<file path="config.mk">
export PLATFORM = sky130hd
export DESIGN_NAME = firs_sum
export DESIGN_NICKNAME = d
export VERILOG_FILES = /design/src/sv/fir_filter_stream_core_assert.svh /design/src/sv/firs_pkg.sv /design/src/sv/firs_sum.sv
export SDC_FILE = /design/constraint.sdc
export NUM_CORES = 1
export LEC_CHECK = 0
export BUFFER_PORTS_ARGS = -buffer_cell sky130_fd_sc_hd__buf_2
export CAP_MARGIN = 15
export CORE_ASPECT_RATIO = 0.7
export CORE_MARGIN = 5
export CORE_UTILIZATION = 54
export DETAILED_ROUTE_END_ITERATION = 8
export PLACE_DENSITY = 0.85
export SETUP_SLACK_MARGIN = 0.05
export SYNTH_ARGS = -nofsm -noshare
export SYNTH_HDL_FRONTEND = slang
export SYNTH_SLANG_ARGS = --single-unit
</file>
<file path="constraint.sdc">
create_clock -name vclk -period 7.5
set_clock_uncertainty 0.2 [all_clocks]
set_input_delay 0.375 -clock vclk [all_inputs]
set_output_delay 0.375 -clock vclk [all_outputs]
set_load 0.02 [all_outputs]
</file>
<file path="src/sv/fir_filter_stream_core_assert.svh">
// Assertion macros shared by the filter RTL.
// Each macro expects clk_i, and FIRS_ASSERT also rst_ni, to be visible at the point of use.
`ifndef FIR_FILTER_STREAM_CORE_ASSERT_SVH
`define FIR_FILTER_STREAM_CORE_ASSERT_SVH

// Check a property on every rising clock edge outside reset.
`define FIRS_ASSERT(label, prop, msg) \
  label: assert property (@(posedge clk_i) disable iff (!rst_ni) (prop)) else $error(msg);

// Check a property on every rising clock edge, reset included.
`define FIRS_ASSERT_ALWAYS(label, prop, msg) \
  label: assert property (@(posedge clk_i) (prop)) else $error(msg);

`endif

</file>
<file path="src/sv/firs_pkg.sv">
`timescale 1ns / 1ps

package firs_pkg;

  // Filter length limits
  localparam int unsigned Taps     = 8;
  localparam int unsigned MaxTaps  = 8;
  localparam int unsigned NumCoeff = 8;

  // Data widths
  localparam int unsigned SampleW   = 16;
  localparam int unsigned CoeffW    = 18;
  localparam int unsigned ProdW     = SampleW + CoeffW;
  localparam int unsigned AccW      = ProdW + $clog2(MaxTaps);
  localparam int unsigned FracShift = 16;
  localparam int unsigned CfgIdxW   = $clog2(NumCoeff);

  // Coefficient 1.0 in Q2.16, reset value of the current-sample weight
  localparam logic signed [CoeffW-1:0] CoeffOne = CoeffW'(65536);

  typedef enum logic {
    FUNC_FILTER = 1'b0,
    FUNC_CLEAR  = 1'b1
  } func_e;

  typedef struct packed {
    func_e                     func;
    logic signed [SampleW-1:0] sample_in;
    logic                      block_end;
  } in_t;

  typedef struct packed {
    logic signed [SampleW-1:0] sample_out;
    logic                      saturated;
    logic                      block_end_out;
  } out_t;

endpackage

</file>
<file path="src/sv/firs_sum.sv">
`timescale 1ns / 1ps

module firs_sum #(
  parameter int unsigned Taps = firs_pkg::Taps
) (
  input  logic [Taps-1:0][firs_pkg::ProdW-1:0] prod_i,
  input  logic                                 block_end_i,
  output firs_pkg::out_t                       result_o
);

  localparam int unsigned AccW   = firs_pkg::AccW;
  localparam int unsigned ShiftW = AccW - firs_pkg::FracShift;

  localparam logic signed [AccW-1:0]   RoundBias = AccW'(1) <<< (firs_pkg::FracShift - 1);
  localparam logic signed [ShiftW-1:0] SatMax    =
    ShiftW'((1 << (firs_pkg::SampleW - 1)) - 1);
  localparam logic signed [ShiftW-1:0] SatMin    =
    -ShiftW'(1 << (firs_pkg::SampleW - 1));

  logic signed [AccW-1:0]   acc;
  logic signed [AccW-1:0]   biased;
  logic signed [ShiftW-1:0] scaled;

  // Add up the tap products exactly
  always_comb begin
    acc = '0;
    for (int k = 0; k < Taps; k++) begin
      acc = acc + AccW'($signed(prod_i[k]));
    end
  end

  // Round half up, then drop the fraction bits
  assign biased = acc + RoundBias;
  assign scaled = biased[AccW-1:firs_pkg::FracShift];

  // Clip to the sample range
  always_comb begin
    result_o.block_end_out = block_end_i;
    if (scaled > SatMax) begin
      result_o.sample_out = firs_pkg::SampleW'(SatMax);
      result_o.saturated  = 1'b1;
    end else if (scaled < SatMin) begin
      result_o.sample_out = firs_pkg::SampleW'(SatMin);
      result_o.saturated  = 1'b1;
    end else begin
      result_o.sample_out = scaled[firs_pkg::SampleW-1:0];
      result_o.saturated  = 1'b0;
    end
  end

endmodule

</file>
==> metrics.txt <==
post-detail-place hpwl 19,500 µm; core region area 0.0153 mm²; Mean Syn Cell Area 8.57 µm²; sequential area share after synthesis 0%; placed instance area 0.00997 mm²; hold path start block_end_i; max cap viols 0; crit path launch prod_i[5]; Diodes inserted 0; CP required 6.92 ns; port bufs 289; Synth Instances 974; endpoint class of the critical path output port; arrival time worst endpoint 6.13 ns; Syn. warnings 0; total die area 0.0181 mm²; GP Congestion 0.920; status finished clean; Post-Syn Nets 1,520; Final TNS setup 0 ns; initial drt markers 370; number of antenna violations at the first check in global routing 0; FF+latch count 0; CP delay by family, top adder cells; total wire length 20,400 µm; via/cell ratio 4.89; IO Pins 291; Startpoint Class primary input; Routed Antenna Nets 0; Fin. Hold Viols 0; Pins Over Slew Limit 0; final non-filler cell total 1,451; RSZ-0062 raised after global routing no; Crit Path Category primary input to output port; Yosys cell types 58; CP max FO 10; DRC 0; first-pass GRT wire length 33,300 µm; initial core utilization 54.5%; design area 0.00997 mm²; # hold bufs at CTS 0; Min-Delay Path Class primary input to output port; dpl cells 1,451; Final Setup Violations 0; Die H 114 µm; CP endpoint result_o[16]; total stage count of the critical path 20; Pre-antenna DRT Iters 5; Horiz. Die Dim 159 µm; Post-CTS Setup Inserts 0; Mapped Area 0.00834 mm²; largest net degree at the start of global routing 12; Overall Global Routing Usage 22.5%; Final min period 6.71 ns; Fillers 1,330; PostCTS Resize Cnt 0; Remaining Overflow, GRT 0; clkbuf count 0; Core Rows 38; CP Cell Sequence buf_2 > inv_1 > fa_1 > inv_1 > fa_1 > fa_1 > inv_1 > fa_1 > inv_1 > ha_1 > and4bb_1 > a22o_1 > o2111a_1 > o31ai_4 > nor2_1 > a311oi_2 > nand4_2 > and2_1 > a211oi_1 > buf_2; vias post-DR 7,098; fmax 0.149 GHz; layout cell share with drive strength beyond 1 25.2%; Sequential Area 0 µm²; worst-margin pin slew 0.639 ns; Syn-to-layout area delta 19.5%; nets@finish 1,799; Util after Layout 65.1%; max_slew headroom 57.4%; Avg WL per Cell 14.0 µm; max incr delay on CP 0.59 ns; number of global-route vias before repair 7,467; post-route clock period utilization 89.5%; worst path buffer plus inverter count 6; CP max stage cell a311oi_2
-- layout make-up --
type,instances,area [µm²],area share [%]
inverter,420,1580,15.8
timing repair buffer,290,1450,14.6
tap,200,250,2.51
multi-input combinational,541,6690,67.1
-- placed cells by master (no fill, tap or decap), types with 3 or more instances in the layout --
master and count:
o22ai_1 6, o211a_1 4, nand4_1 11, nand2_1 30, nand2_2 3, o21bai_1 5, o21a_1 4, o211ai_1 12
o21ai_1 3, xnor2_1 14, a21o_1 6, fa_1 205, nor2_1 20, buf_2 289, a211oi_1 7, nor3_1 6
ha_1 68, nor2b_1 3, nand3_1 4, inv_1 420, o21ai_0 20, a31oi_1 5, a21oi_1 34, and3_1 13
a21oi_2 11, xor2_1 8, or3_1 4, a21boi_0 3
-- routing by layer --
layer / track usage, % / wire, µm
met1: 32.2 / 8560
met2: 39.0 / 9790
met3: 3.00 / 1940
met4: 0.511 / 62
met5: 0 / 0
-- synthesized netlist by cell type (3+ instances only) --
| cell type | instances | area share [%] |
|---|---|---|
| inv_1 | 420 | 19 |
| fa_1 | 205 | 49 |
| ha_1 | 68 | 10 |
| a21oi_1 | 34 | 2.0 |
| nand2_1 | 30 | 1.3 |
| nor2_1 | 20 | 0.90 |
| o21ai_0 | 20 | 1.2 |
| xnor2_1 | 14 | 1.5 |
| and3_1 | 13 | 0.97 |
| o211ai_1 | 12 | 1.1 |
| a21oi_2 | 11 | 1.2 |
| nand4_1 | 11 | 0.82 |
| xor2_1 | 8 | 0.84 |
| a211oi_1 | 7 | 0.63 |
| a21o_1 | 6 | 0.54 |
| nor3_1 | 6 | 0.36 |
| o22ai_1 | 6 | 0.45 |
| a31oi_1 | 5 | 0.37 |
| o21bai_1 | 5 | 0.45 |
| buf_2 | 4 | 0.24 |
| buf_4 | 4 | 0.36 |
| clkbuf_1 | 4 | 0.18 |
| nand3_1 | 4 | 0.24 |
| o211a_1 | 4 | 0.48 |
| o21a_1 | 4 | 0.36 |
| or3_1 | 4 | 0.30 |
| a21boi_0 | 3 | 0.27 |
| nand2_2 | 3 | 0.22 |
| nor2b_1 | 3 | 0.22 |
| o21ai_1 | 3 | 0.18 |
-- per-stage QoR --
| stage | worst slack (ns) | hold WS [ns] |
|---|---|---|
| after global routing | 0.440 | 0.550 |
| final | 0.791 | 0.550 |
| after floorplan | 1.44 | 0.663 |
| after detailed placement | 0.895 | 0.550 |
| after global placement | 0.939 | 0.550 |
| after CTS | 0.856 | 0.550 |
-- kinds of logic after synthesis --
logic type	synth area share [%]
AO/OA/AOI/OAI	11.7
XOR/XNOR	2.31
adder cells (fa/ha/maj)	59.4
buffers and inverters	19.8
AND/OR/NAND/NOR	6.76
-- how the worst min path moves through the flow --
stage                              to  slack (ns)  cells past startpoint
after floorplan           result_o[0]        0.66                      1
after global placement    result_o[0]        0.55                      0
after detailed placement  result_o[0]        0.55                      0
after CTS                 result_o[0]        0.55                      0
after global routing      result_o[0]        0.55                      0
final                     result_o[0]        0.55                      0
Power is not shown: default switching activity piles up to over one toggle a cycle in this logic, so the estimate is an artifact.
